<file path="src/world_to_screen_projection_defines.svh">
// Assertion helpers for the file that checks itself.
`ifndef WORLD_TO_SCREEN_PROJECTION_DEFINES_SVH
`define WORLD_TO_SCREEN_PROJECTION_DEFINES_SVH

// Check that the consequent holds in the same cycle as the antecedent.
`define WSP_ASSERT_NOW(lbl, ante, cons) \
  lbl: assert property (@(posedge clk) disable iff (rst) (ante) |-> (cons)) \
    else $error("wsp check failed");

// Check that the consequent holds in the cycle after the antecedent.
`define WSP_ASSERT_NEXT(lbl, ante, cons) \
  lbl: assert property (@(posedge clk) disable iff (rst) (ante) |=> (cons)) \
    else $error("wsp check failed");

`endif

</file>
<file path="src/wsp_pkg.sv">
package wsp_pkg;

  localparam int COORD_FRAC_BITS = 16;
  localparam int PIXEL_FRAC_BITS = 8;

  // clip coordinate width: product shifted down, three terms plus translation
  localparam int CW = 66 - COORD_FRAC_BITS;
  // magnitude of a clip coordinate
  localparam int RW = CW - 1;
  // quotient bits of the integer division; the top bit flags overflow
  localparam int QB = 34;
  // shifted divisor width
  localparam int DW = CW + QB - 1;
  // signed integer quotient once the overflow cases are removed
  localparam int QSW = 33;
  localparam int DIM_W = 16;
  // dimension scaled to pixel fixed point
  localparam int SB = DIM_W + PIXEL_FRAC_BITS;
  localparam int PRW = QSW + SB + 1;
  localparam int TW = PRW + 2;

  localparam longint W_MIN = ((longint'(1) << COORD_FRAC_BITS) + 999) / 1000;
  localparam longint HALF = (longint'(1) << PIXEL_FRAC_BITS) >> 1;
  localparam longint TERM_CAP = longint'(1) << 40;
  localparam longint S32_MAX = 64'sd2147483647;
  localparam longint S32_MIN = -64'sd2147483648;
  localparam logic [QB-1:0] Q_LIM = QB'(64'd1 << 31);

  localparam int CFG_IDX_W = 3;
  localparam logic [CFG_IDX_W-1:0] REG_ROW_X_FIRST = 3'd0;
  localparam logic [CFG_IDX_W-1:0] REG_ROW_X_SECOND = 3'd1;
  localparam logic [CFG_IDX_W-1:0] REG_ROW_Y_FIRST = 3'd2;
  localparam logic [CFG_IDX_W-1:0] REG_ROW_Y_SECOND = 3'd3;
  localparam logic [CFG_IDX_W-1:0] REG_ROW_W_FIRST = 3'd4;
  localparam logic [CFG_IDX_W-1:0] REG_ROW_W_SECOND = 3'd5;
  localparam logic [CFG_IDX_W-1:0] REG_SCREEN_DIMS = 3'd6;

  typedef struct packed {
    logic           vis;
    logic           neg;
    logic [RW-1:0]  rem;
    logic [DW-1:0]  d;
    logic [QB-1:0]  q;
    logic [CW-1:0]  den;
    logic [SB-1:0]  s;
    logic [SB-1:0]  hoff;
  } div_lane_t;

  typedef struct packed {
    logic                  vis;
    logic                  cap;
    logic                  cap_neg;
    logic signed [QSW-1:0] q;
    logic [CW-1:0]         r;
    logic [CW-1:0]         den;
    logic [CW-1:0]         rem;
    logic [SB-1:0]         s;
    logic [SB-1:0]         sh;
    logic [SB-1:0]         quo;
    logic [SB-1:0]         hoff;
  } frac_lane_t;

  typedef struct packed {
    logic                  vis;
    logic                  cap;
    logic                  cap_neg;
    logic signed [PRW-1:0] p;
    logic [SB:0]           quo;
    logic [SB-1:0]         hoff;
  } fin_lane_t;

endpackage

</file>
<file path="src/wsp_div_cell.sv">
module wsp_div_cell (
  input  logic               clk,
  input  logic               en,
  input  wsp_pkg::div_lane_t lane_in,
  output wsp_pkg::div_lane_t lane_out
);
  import wsp_pkg::*;

  logic [DW-1:0] rem_ext;
  logic          ge;
  div_lane_t     lane_next;

  // one restoring step: try the shifted divisor against the remainder
  assign rem_ext = DW'(lane_in.rem);
  assign ge = rem_ext >= lane_in.d;

  // form the next lane, shifting the divisor down one place
  always_comb begin
    lane_next = lane_in;
    lane_next.rem = ge ? (lane_in.rem - lane_in.d[RW-1:0]) : lane_in.rem;
    lane_next.q = {lane_in.q[QB-2:0], ge};
    lane_next.d = lane_in.d >> 1;
  end

  // advance the lane
  always_ff @(posedge clk) begin
    if (en) begin
      lane_out <= lane_next;
    end
  end

endmodule

</file>
<file path="config.mk">
export PLATFORM = sky130hd
export DESIGN_NAME = wsp_div_cell
export DESIGN_NICKNAME = d
export VERILOG_FILES = /design/src/world_to_screen_projection_defines.svh /design/src/wsp_pkg.sv /design/src/wsp_div_cell.sv
export SDC_FILE = /design/constraint.sdc
export NUM_CORES = 1
export LEC_CHECK = 0
export ABC_AREA = 1
export ABC_CLOCK_PERIOD_IN_PS = 2300
export BUFFER_PORTS_ARGS = -buffer_cell sky130_fd_sc_hd__buf_2
export CELL_PAD_IN_SITES_DETAIL_PLACEMENT = 0
export CELL_PAD_IN_SITES_GLOBAL_PLACEMENT = 1
export CORE_AREA = 2 2 210 212
export CTS_CLUSTER_SIZE = 8
export DETAILED_ROUTE_END_ITERATION = 7
export DIE_AREA = 0 0 212 214
export MAX_ROUTING_LAYER = met4
export PLACE_DENSITY_LB_ADDON = 0.1
export SYNTH_ARGS = -nofsm -noshare
export SYNTH_HDL_FRONTEND = slang
export SYNTH_SLANG_ARGS = --single-unit
</file>
<file path="constraint.sdc">
create_clock -name clk -period 2.3 [get_ports clk]
set_input_delay 0.23 -clock clk [delete_from_list [all_inputs] [get_ports clk]]
set_output_delay 0.23 -clock clk [all_outputs]
set_load 0.01 [all_outputs]
</file>
# --- After elaboration in Yosys (flattened, before gate mapping) ---
# Cells that the tools add are included.
classes:
  magnitude_cmp: 1
  n_addsub: 1
  muxes: 1
ops:
  columns: ["cell", "n"]
  rows:
  - ["$ge A49 B83 Y1", 1]
  - ["$mux W49", 1]
  - ["$sub A49 B49 Y49", 1]
totals:
  word_cells: 11
  input_bits: 268
  output_inout_bits: 266
  ff_bits: 265

# --- Longest topological paths before layout ---
depth:
  depth_word: 2
  depth_mapped: 18
  depth_no_buf: 16

# --- Least setup slack after synthesis ---
# No wires, ideal clock.
synth_timing:
  path_type: "input -> register"
  startpoint: "input port lane_in[158] (netlist name)"
  endpoint: "register lane_out[253] (netlist name) (data pin)"
  cell_stages: 13
  setup_ns: 0.253
  required_time_ns: 2.047
  path_slack_ns: 0.274
  arrival_ns: 1.774
  path_buffers: 2
  cell_sequence: "inv_1 > ha_1 > nand2_2 > nor2_2 > inv_2 > nor2_4 > nand2_2 > nor2_4 > nand3_2 > buf_2 > buf_4 > nand4_1 > nand2_1"
synth_lines:
  columns: ["item", "line", "source"]
  rows:
  - ["start, declared", "wsp_div_cell.sv:4", "input wsp_pkg::div_lane_t lane_in,"]
  - ["end signal, assigned", "wsp_div_cell.sv:28", "lane_out <= lane_next;"]
  - ["end, declared", "wsp_div_cell.sv:5", "output wsp_pkg::div_lane_t lane_out"]

==> out/metrics.csv <==
stage,metric,value,unit
timing,crit share post-route,96.2,%
grt,Tot GR Track Use,24.2,%
timing,setup TNS,0,ns
drt,final antenna-violating net count,0,
setup_path,CP Max Fanout,12,
timing,max-slew violations,0,
die,Die Span Y,214,um
setup_path,CP startpoint kind,primary input,
die,die width,212,um
run,MaxCap Viol Count,0,
clocking,CTS tree,done,
synth,Syn Nets,1821,
outcome,status,finished clean,
drt,Via density,4.37,
timing,final worst setup slack,0.0867,ns
finish,layout cell share with drive strength beyond 1,35.7,%
finish,fillers,4056,
grt,vias in the first global route,13861,
die,Initial Util,31.8,%
power,Seq pwr share,40.7,%
power,Clk pwr share,37.9,%
clocking,"CTS clk-pin slew, worst paths",0.06,ns
die,Core ar.,42900,um^2
setup_path,crit path capture type,flop,
power,VDD IR max,0.000505,V
power,Pleak,11.3,nW
timing,Final Hold Viols,0,
grt,global-route wire length before repair,80400,um
power,Sw Ratio,27.0,%
finish,max reg flops,265,
drt,DR WL met2,27900,um
place,placer congestion estimate,0.887,
place,port buffer count,531,
power,Power Total,14.3,mW
timing,Final Setup Violations,0,
setup_path,crit path launch,lane_in[227],
clocking,CTS root buf,clkbuf_16,
drt,wl on met1,23900,um
clocking,Max Buffers Root-to-Sink,3,
drt,drt initial violations,820,
power,Gate power share,21.3,%
setup_path,Worst EP arrival,2.51,ns
drt,drt first pass iters,7,
drt,via count,13516,
place,DP HPWL,42400,um
timing,Fmax,452,MHz
setup_path,Crit Path Category,primary input to flop,
die,row count,76,
synth,Post-Syn Area,13600,um^2
grt,grt total ovfl,0,
die,I/O pins,534,
place,pre-CTS setup slack,-0.204,ns
clocking,clock sink total,265,
hold_path,Hold/Removal Path Class,primary input to flop,
synth,library cells used by synthesis,32,
grt,initial antenna violation count,5,
synth,synth warn,0,
finish,synthesis-to-finish area growth,65.3,%
clocking,CTS Buf Count,40,
setup_path,Critical Path End,lane_out[257]$_DFFE_PP_,
drt,length of routed met3 wiring,3210,um
power,Switch Pwr,3.87,mW
die,die area,45400,um^2
synth,Mapped Cells,1503,
finish,largest registers,lane_out (265),
finish,largest reg by FF count,lane_out,
power,Power Density,637,nW/um^2
drt,drt wl/cell,18.3,um
grt,largest net degree at the start of global routing,64,
drt,DRC viols,0,
finish,final net count,2813,
synth,Synth Register Bits,265,
clocking,Max H-tree Level,2,
synth,sequential area share after synthesis,58.4,%
synth,syn_area_per_cell,9.07,um^2
timing,post-layout minimum cycle time,2.21,ns
drt,Max Used Layer,met4,
setup_path,Worst EP required,2.60,ns
drt,final WL,56500,um
power,Pint,10.5,mW
synthesized netlist by cell type:
| library cell | count | area, um^2 |
|---|---|---|
| nand3_2 | 4 | 40.0 |
| clkinv_1 | 1 | 3.75 |
| nor2_4 | 4 | 45.0 |
| nor3_2 | 1 | 10.0 |
| inv_2 | 10 | 37.5 |
| a21boi_0 | 1 | 7.51 |
| nand3_1 | 45 | 225 |
| nand2_1 | 551 | 2070 |
| nor4_1 | 3 | 18.8 |
| a21o_1 | 1 | 7.51 |
| xnor2_1 | 1 | 8.76 |
| inv_1 | 285 | 1070 |
| buf_2 | 7 | 35.0 |
| nor3b_1 | 1 | 7.51 |
| buf_6 | 3 | 33.8 |
| nand4_1 | 64 | 400 |
| o21bai_1 | 5 | 37.5 |
| conb_1 | 1 | 3.75 |
| ha_1 | 49 | 613 |
| nor2_2 | 11 | 68.8 |
| nor3_1 | 8 | 40.0 |
| edfxtp_1 | 265 | 7960 |
| nand2_2 | 3 | 18.8 |
| nor2_1 | 106 | 398 |
| clkbuf_1 | 6 | 22.5 |
| fa_1 | 1 | 20.0 |
| or2_2 | 1 | 6.26 |
| buf_4 | 2 | 15.0 |
| buf_1 | 3 | 11.3 |
| a21oi_1 | 31 | 155 |
| xor2_1 | 25 | 219 |
| and2_1 | 4 | 25.0 |
cells in the final DEF, fill, tap and decap left out, types with 6 or more instances in the layout:
master / n
buf_2: 522
nand2_1: 518
inv_1: 276
edfxtp_1: 265
dlygate4sd3_1: 225
buf_4: 202
nor2_1: 100
nand4_1: 64
clkbuf_16: 45
ha_1: 41
nand3_1: 37
nand2_2: 31
a21oi_1: 30
xor2_1: 25
inv_2: 19
nor2_4: 14
buf_12: 10
nand3_2: 8
ha_4: 8
nor2_2: 7
nor3_1: 6
area by class of cell:
cell class                      instances  area (um^2)  area share (%)
Clock inverter                          8          118           0.522
Clock buffer                           40         1000            4.44
Sequential cell                       265         7960            35.3
Tap cell                              585          732            3.25
Multi-Input combinational cell        921         4810            21.4
Timing Repair Buffer                  971         6790            30.1
Inverter                              296         1110            4.93
Antenna cell                            5         12.5          0.0555
power by group through the flow:
stage	combinational [mW]	clock, mW	sequential, mW
after floorplan	0.906	0	6.15
after global placement	2.65	0	5.92
after detailed placement	2.65	0	5.93
after CTS	2.98	5.56	5.84
after global routing	3.36	5.73	5.88
final	3.06	5.44	5.85
worst max-delay path, cell delays in order:
cell           delay (ns)
dlygate4sd3_1        0.53
buf_2                0.15
ha_4                 0.29
nand2_2              0.08
nor2_4               0.18
nand2_2              0.08
inv_1                0.08
nand3_2              0.08
nor2_4               0.14
nand3_4              0.12
buf_12               0.18
buf_6                0.18
nand4_1              0.10
nand2_1              0.05
logic make-up (layout without fill, tap and decap cells):
logic type      Yosys count  count (layout)  share of synthesized area (%)
xor+xnor                 26              26                           1.67
compound gates           38              38                           1.52
buf+inv                 317            1315                           9.01
fa+ha+maj                50              50                           4.64
simple gates            806             806                           24.7
flops                   265             265                           58.4
other cells               1               6                         0.0275
worst min path at each step:
stage	start	end	slack [ns]	cells after the start
final	lane_in[231]	lane_out[231]$_DFFE_PP_	0.02	3
after global routing	lane_in[180]	lane_out[179]$_DFFE_PP_	0.02	1
after CTS	lane_in[231]	lane_out[231]$_DFFE_PP_	0.0006	3
after detailed placement	lane_in[101]	lane_out[102]$_DFFE_PP_	0.41	1
after global placement	lane_in[122]	lane_out[123]$_DFFE_PP_	0.41	1
after floorplan	lane_in[0]	lane_out[0]$_DFFE_PP_	0.33	0
routing by layer:
layer	vias up	track usage [%]
li1	6779	-
met1	6230	28.7
met2	418	41.0
met3	89	4.85
met4	0	7.70
met5	-	-
metrics by stage:
stage / hold WS (ns) / instances / utilization [%] / area [um^2]
2_1_floorplan: 0.329 / 1503 / - / 13600
3_3_place_gp: 0.407 / 2800 / 43.2 / 18500
3_5_place_dp: 0.408 / 2800 / 43.2 / 18500
4_1_cts: 0.000586 / 3074 / 51.1 / 21900
5_1_grt: 0.0202 / 3091 / 52.5 / 22500
6_report: 0.0233 / 3091 / 52.5 / 22500
what timing repair did:
action	CTS	global route
hold buffers	226	0
endpoints found under the hold margin	226	0
buffers inserted	0	11
setup endpoints to repair	0	50
gates resized for setup	0	91
Note: power is estimated with default switching activity, not from simulation.
