--- src/world_to_screen_projection_defines.svh ---
// Assertion helpers for the file that checks itself.
`ifndef WORLD_TO_SCREEN_PROJECTION_DEFINES_SVH
`define WORLD_TO_SCREEN_PROJECTION_DEFINES_SVH

// Check that the consequent holds in the same cycle as the antecedent.
`define WSP_ASSERT_NOW(lbl, ante, cons) \
  lbl: assert property (@(posedge clk) disable iff (rst) (ante) |-> (cons)) \
    else $error("wsp check failed");

// Check that the consequent holds in the cycle after the antecedent.
`define WSP_ASSERT_NEXT(lbl, ante, cons) \
  lbl: assert property (@(posedge clk) disable iff (rst) (ante) |=> (cons)) \
    else $error("wsp check failed");

`endif

--- src/wsp_pkg.sv ---
package wsp_pkg;

  localparam int COORD_FRAC_BITS = 16;
  localparam int PIXEL_FRAC_BITS = 8;

  // clip coordinate width: product shifted down, three terms plus translation
  localparam int CW = 66 - COORD_FRAC_BITS;
  // magnitude of a clip coordinate
  localparam int RW = CW - 1;
  // quotient bits of the integer division; the top bit flags overflow
  localparam int QB = 34;
  // shifted divisor width
  localparam int DW = CW + QB - 1;
  // signed integer quotient once the overflow cases are removed
  localparam int QSW = 33;
  localparam int DIM_W = 16;
  // dimension scaled to pixel fixed point
  localparam int SB = DIM_W + PIXEL_FRAC_BITS;
  localparam int PRW = QSW + SB + 1;
  localparam int TW = PRW + 2;

  localparam longint W_MIN = ((longint'(1) << COORD_FRAC_BITS) + 999) / 1000;
  localparam longint HALF = (longint'(1) << PIXEL_FRAC_BITS) >> 1;
  localparam longint TERM_CAP = longint'(1) << 40;
  localparam longint S32_MAX = 64'sd2147483647;
  localparam longint S32_MIN = -64'sd2147483648;
  localparam logic [QB-1:0] Q_LIM = QB'(64'd1 << 31);

  localparam int CFG_IDX_W = 3;
  localparam logic [CFG_IDX_W-1:0] REG_ROW_X_FIRST = 3'd0;
  localparam logic [CFG_IDX_W-1:0] REG_ROW_X_SECOND = 3'd1;
  localparam logic [CFG_IDX_W-1:0] REG_ROW_Y_FIRST = 3'd2;
  localparam logic [CFG_IDX_W-1:0] REG_ROW_Y_SECOND = 3'd3;
  localparam logic [CFG_IDX_W-1:0] REG_ROW_W_FIRST = 3'd4;
  localparam logic [CFG_IDX_W-1:0] REG_ROW_W_SECOND = 3'd5;
  localparam logic [CFG_IDX_W-1:0] REG_SCREEN_DIMS = 3'd6;

  typedef struct packed {
    logic           vis;
    logic           neg;
    logic [RW-1:0]  rem;
    logic [DW-1:0]  d;
    logic [QB-1:0]  q;
    logic [CW-1:0]  den;
    logic [SB-1:0]  s;
    logic [SB-1:0]  hoff;
  } div_lane_t;

  typedef struct packed {
    logic                  vis;
    logic                  cap;
    logic                  cap_neg;
    logic signed [QSW-1:0] q;
    logic [CW-1:0]         r;
    logic [CW-1:0]         den;
    logic [CW-1:0]         rem;
    logic [SB-1:0]         s;
    logic [SB-1:0]         sh;
    logic [SB-1:0]         quo;
    logic [SB-1:0]         hoff;
  } frac_lane_t;

  typedef struct packed {
    logic                  vis;
    logic                  cap;
    logic                  cap_neg;
    logic signed [PRW-1:0] p;
    logic [SB:0]           quo;
    logic [SB-1:0]         hoff;
  } fin_lane_t;

endpackage

--- src/wsp_frac_cell.sv ---
module wsp_frac_cell (
  input  logic                clk,
  input  logic                en,
  input  wsp_pkg::frac_lane_t lane_in,
  output wsp_pkg::frac_lane_t lane_out
);
  import wsp_pkg::*;

  logic [CW:0]   den_ext;
  logic [CW:0]   r2;
  logic [CW:0]   r2s;
  logic [CW:0]   r3;
  logic [CW:0]   r3s;
  logic          i1;
  logic          i2;
  logic          b;
  logic [SB-1:0] quo_next;
  frac_lane_t    lane_next;

  // double the remainder, then add the fraction when this scale bit is set
  always_comb begin
    den_ext = {1'b0, lane_in.den};
    b = lane_in.sh[SB-1];
    r2 = {lane_in.rem, 1'b0};
    i1 = r2 >= den_ext;
    r2s = i1 ? (r2 - den_ext) : r2;
    r3 = r2s + {1'b0, lane_in.r};
    i2 = b && (r3 >= den_ext);
    r3s = b ? (i2 ? (r3 - den_ext) : r3) : r2s;
    quo_next = {lane_in.quo[SB-2:0], 1'b0} + SB'(i1) + SB'(i2);
    lane_next = lane_in;
    lane_next.rem = r3s[CW-1:0];
    lane_next.quo = quo_next;
    lane_next.sh = lane_in.sh << 1;
  end

  always_ff @(posedge clk) begin
    if (en) begin
      lane_out <= lane_next;
    end
  end

endmodule

--- config.mk ---
export PLATFORM = sky130hd
export DESIGN_NAME = wsp_frac_cell
export DESIGN_NICKNAME = d
export VERILOG_FILES = /design/src/world_to_screen_projection_defines.svh /design/src/wsp_pkg.sv /design/src/wsp_frac_cell.sv
export SDC_FILE = /design/constraint.sdc
export NUM_CORES = 1
export LEC_CHECK = 0
export BUFFER_PORTS_ARGS = -buffer_cell sky130_fd_sc_hd__buf_2
export CORE_AREA = 2 2 217 219
export DETAILED_ROUTE_END_ITERATION = 16
export DIE_AREA = 0 0 219 221
export PLACE_DENSITY_LB_ADDON = 0.08
export SKIP_LAST_GASP = 1
export SLEW_MARGIN = 20
export SYNTH_ARGS = -nofsm -noshare
export SYNTH_HDL_FRONTEND = slang
export SYNTH_SLANG_ARGS = --single-unit
--- constraint.sdc ---
create_clock -name clk -period 20.4 [get_ports clk]
set_input_delay 1.02 -clock clk [delete_from_list [all_inputs] [get_ports clk]]
set_output_delay 1.02 -clock clk [all_outputs]
set_load 0.03 [all_outputs]
### Yosys cells after proc, flatten, opt, wreduce, memory -nomap -nowiden

Index checks and enable logic that the tools add are counted.

| word-level totals | value |
|---|---|
| flip-flop bits (word level) | 281 |
| input bits | 284 |
| logic and storage cells | 22 |

| operators by class | value |
|---|---|
| add/sub/neg operators | 5 |
| order comparisons | 2 |
| mux-type cells | 3 |
| reductions and logical operators | 1 |

Operators with widths:

| cell | number |
|---|---|
| $ge 51x50->1 | 2 |
| $mux 50 | 2 |
| $add 51x50->51 | 1 |
| $mux 51 | 1 |
| $sub 51x50->51 | 1 |
| $sub 50x50->50 | 1 |
| $add 24x1->24 | 2 |
| $logic_and 1x1->1 | 1 |

### Longest topological paths before layout

| logic depth | value |
|---|---|
| depth after elaboration | 7 |
| mapped depth | 45 |
| mapped depth without buffers | 41 |

### Worst setup path after synthesis

OpenSTA, ideal clock, no wires.

| timing path | value |
|---|---|
| kind | in2reg |
| from | input port lane_in[170] (netlist name) |
| to | register lane_out[47] (netlist name) (data pin) |
| data arrival time | 9,939 ps |
| path slack | 10,195 ps |
| stages | 43 |
| buffers on the path | 4 |
| cell sequence | inv_1 -> ha_1 -> buf_2 -> nand4_1 -> or4_1 -> o41a_1 -> a2111oi_2 -> or2_1 -> a21o_1 -> clkbuf_1 -> buf_2 -> buf_1 -> a21oi_1 -> ha_1 -> o211ai_1 -> o21ai_0 -> nand2_1 -> o31ai_1 -> [... 7 more ...] -> ha_1 -> inv_1 -> or3_1 -> or2_2 -> or3_1 -> nor4_1 -> a2111o_1 -> a21oi_1 -> nor2_1 -> nor4_1 -> nor3_1 -> ha_1 -> and2_1 -> nand2_1 -> or3_1 -> nand2b_1 -> nor3_1 -> xor2_1 |

| between the ends | value |
|---|---|
| cells in the longest elaborated chain, start to end | 6 |

RTL lines:

| item | line | text |
|---|---|---|
| start, declared | wsp_frac_cell.sv:4 | `input wsp_pkg::frac_lane_t lane_in,` |
| $sub 51x50->51 / $ge 51x50->1 (equally long branches) | wsp_frac_cell.sv:26, wsp_frac_cell.sv:25 |  |
| $mux 51 | wsp_frac_cell.sv:26 | `r2s = i1 ? (r2 - den_ext) : r2;` |
| $add 51x50->51 | wsp_frac_cell.sv:27 | `r3 = r2s + {1'b0, lane_in.r};` |
| $ge 51x50->1 | wsp_frac_cell.sv:28 | `i2 = b && (r3 >= den_ext);` |
| $logic_and 1x1->1 | wsp_frac_cell.sv:28 |  |
| $add 24x1->24 * | wsp_frac_cell.sv:30 | `quo_next = {lane_in.quo[SB-2:0], 1'b0} + SB'(i1) + SB'(i2);` |
| net quo_next[23] | wsp_frac_cell.sv:17 | `logic [SB-1:0] quo_next;` |
| end signal, assigned | wsp_frac_cell.sv:39 | `lane_out <= lane_next;` |
| end, declared | wsp_frac_cell.sv:5 | `output wsp_pkg::frac_lane_t lane_out` |

Mark *: on every way through the listed nets, which the timed path passes. The rest lies on a longest branch.
A chain may end at the register's enable or synchronous reset.

### Worst setup path in the final report

| timing path | value |
|---|---|
| from | input port lane_in[169] (netlist name) |
| to | register lane_out[47] (netlist name) (data pin) |

The elaborated chain is that of the path after synthesis.

==> results.md <==
- Post-route insts no fill: approximately 3100
- Synth Flop Type: edfxtp_1
- Post-CTS setup buffers: 0
- Top cell type by total area after synthesis: edfxtp_1
- Area of the die: a little under 50000 sq um
- Setup total negative slack: 0 ps
- Total clock buffers created by CTS: 34
- Synthesis-to-finish area growth: 23.05%
- Placed cell count: between 3000 and 4000
- Worst EP arrival: about 13000 ps
- Sw Share: 0.4421
- Metal2 WL: roughly 33000 um
- Avg Synthesized Cell Area: between 9 and 10 sq um
- Slew @ Worst Pin: slightly below 1000 ps
- Post-cts repair resize count: 0
- Met3 WL: 5824 um
- RSZ-0062 raised after global routing: false
- Slew Viols, Final: 0
- Total power draw: a little under 0.003 W
- Most flops, register: lane_out
- Hold Crit Start: lane_in[10]
- Port bufs: ~560
- Power share of the clock group: 0.196
- Mapped Area: just under 20000 sq um
- Chip Width: approximately 220 um
- Yosys cell types: 74
- FP Rows: between 70 and 80
- Initial Util: 0.4196
- EDFF count, synth: about 280
- First-pass GRT wire length: 105100 um
- Final Net Count: approximately 2900
- MaxCap Viol Count: 0
- Top sig layer: met5
- # setup viols final: 0
- Register share of total power: 0.261
- Post-CTS Hold Fix Bufs: 0
- Clock sinks: 281
- Layout cell share with drive strength beyond 1: 0.2596
- H-tree depth: 2
- Final period util: 0.6127
- Slowest cell on crit path: a21o_2
- Total track usage: 0.2873
- Register area share after synthesis: 0.4366
- Critical path type: input port to register
- Placed Instance Area: 22700 sq um
- Worst setup SP type: input port
- Max VDD drop: 0.07055 mV
- Detailed router's first-iteration violation count: approximately 1500
- Max stage delay on crit path: between 700 and 800 ps
- Int Pwr: between 0.0015 and 0.002 W
- Max FFs per register: roughly 280
- Drt drc: 0
- Routed WL: around 72000 um
- Ys async rst share: 0
- Gp weighted congestion: ~0.94
- Post-synth top cells: 281 x edfxtp_1, 215 x a21oi_1, 174 x nor2_1
- Detailed placement HPWL: between 50000 and 60000 um
- Grt ovf: 0
- Min Clock Period, post-route: roughly 12000 ps
- Clock slew at reported path FFs: 60 ps
- Vias in the first global route: roughly 17000
- Antenna Nets Post-Route: 0
- Pin count of the biggest net entering global routing: between 90 and 100
- Setup crit end kind: register
- Ports: about 570
- Clock tree from TritonCTS: done
- Gate Count Post-Synth: approximately 2000
- Count leader, synth: edfxtp_1
- Syn Nets: between 2000 and 2500
- Status: finished, final reports clean
- WL met1: 29510 um
- Yosys reg bits: approximately 280
- Cell repeated most along the worst path: ha_1
- Static Leak: between 10 and 15 nW
- Max Root-Sink Buffers: 3
- Largest cells by area after synthesis: edfxtp_1 44%, ha_1 9.8%, a21oi_1 5.6%, xnor2_1 4.8%, nor2_1 3.4%
- Syn. warnings: 0
- Worst Path Max Fanout: 47
- CP startpoint: lane_in[169]
- CTS root buffer: clkbuf_16
- Via density: 5.664
- Hold Crit Class: input port to register
- Finished Cell Area: approximately 24000 sq um
- PwrDens: about 120 nW/um^2
- Initial antenna violation count: 22
- Synth top area share: 0.4366
- Vias post-DR: 17800
- Data required, critical path: between 20000 and 25000 ps
- Drt wl/cell: ~23 um
- Relative slew slack: 0.3490
- Net Switching: between 0.001 and 0.0015 W
- Core outline area: 46060 sq um
- Largest registers: lane_out: 281 flops
- Logic pwr share: 0.543
- Fin util: 0.5163
- Crit path to: lane_out[47]$_DFFE_PP_
- Die height: around 220 um
- Final count of hold timing violations: 0
- Max Clock Freq: about 80 MHz
- Drt pass-1 iters: 6
==> layout by cell type, fill, tap and decap left out, drive strengths merged, types with 8 or more instances in the layout <==
master / netlist / final
buf: 20 / 577
edfxtp: 281 / 281
a21oi: 215 / 215
nor2: 174 / 174
ha: 152 / 152
nand2: 127 / 127
inv: 107 / 109
xnor2: 105 / 105
o21ai: 92 / 92
a21o: 75 / 75
nand3: 68 / 68
xor2: 48 / 48
o21bai: 47 / 47
clkbuf: 62 / 40
nand4: 39 / 39
a31oi: 37 / 37
a211oi: 35 / 35
nor3: 21 / 21
nor4: 20 / 20
and3: 17 / 17
clkinv: 1 / 17
o21a: 16 / 16
and2: 14 / 14
diode: 0 / 13
nand2b: 12 / 12
nor2b: 11 / 11
mux2: 11 / 11
a41oi: 9 / 9
a2111oi: 9 / 9
or2: 9 / 9
a21boi: 8 / 8
or3: 8 / 8
==> power groups by stage <==
stage                     Sequential, W  Clock, W  Combinational, W
after global routing           0.000768  0.000607           0.00171
after floorplan                0.000936         0          0.000949
after detailed placement       0.000772         0           0.00155
final                          0.000760  0.000570           0.00158
after CTS                      0.000761  0.000584           0.00156
after global placement         0.000771         0           0.00154
==> routing by layer <==
metal | GRT usage | vias to the layer above
li1 | - | 8470
met1 | 0.3613 | 8479
met2 | 0.4667 | 721
met3 | 0.07313 | 127
met4 | 0.1205 | 6
met5 | 0.01010 | -
==> how the worst min path moves through the flow <==
stage / to / cells after the start
2_1_floorplan: lane_out[0]$_DFFE_PP_ / 0
3_3_place_gp: lane_out[271]$_DFFE_PP_ / 1
3_5_place_dp: lane_out[22]$_DFFE_PP_ / 1
4_1_cts: lane_out[22]$_DFFE_PP_ / 1
5_1_grt: lane_out[13]$_DFFE_PP_ / 1
6_report: lane_out[10]$_DFFE_PP_ / 1
==> worst max-delay path: cells and delay by family <==
| family | cells | cell delay [ps] |
|---|---|---|
| buffers and inverters | 4 | 940 |
| AOI/OAI and AO/OA | 11 | 3630 |
| xor gates and xnor gates | 2 | 430 |
| muxes | 1 | 410 |
| and+or+nand+nor | 17 | 4830 |
| adders and majority gates | 4 | 1570 |
==> cell families after synthesis <==
| kind of cell | after synthesis | synth area share |
|---|---|---|
| AO/OA/AOI/OAI | 624 | 0.2092 |
| AND/OR/NAND/NOR | 548 | 0.1359 |
| flip-flops | 281 | 0.4366 |
| buffers and inverters | 190 | 0.03833 |
| adder cells (fa/ha/maj) | 155 | 0.1015 |
| XOR/XNOR | 153 | 0.06933 |
| multiplexers | 16 | 0.008999 |
| other | 1 | 0.0001940 |
==> layout make-up <==
class	instances	area, sq um
Sequential cell	281	8438
Inverter	108	405.4
Antenna cell	13	32.53
Multi-Input combinational cell	1497	10160
Timing Repair Buffer	577	2933
Tap cell	607	759.5
Fill cell	4372	22280
Clock inverter	20	176.4
Clock buffer	40	873.3
==> per-stage QoR <==
stage	setup WS [ps]	hold WS [ps]
3_5_place_dp	7406	1198
5_1_grt	7041	614.2
6_report	7901	631.7
4_1_cts	7906	605.8
3_3_place_gp	7524	1197
2_1_floorplan	10200	1119
(Power assumes the default switching activity.)
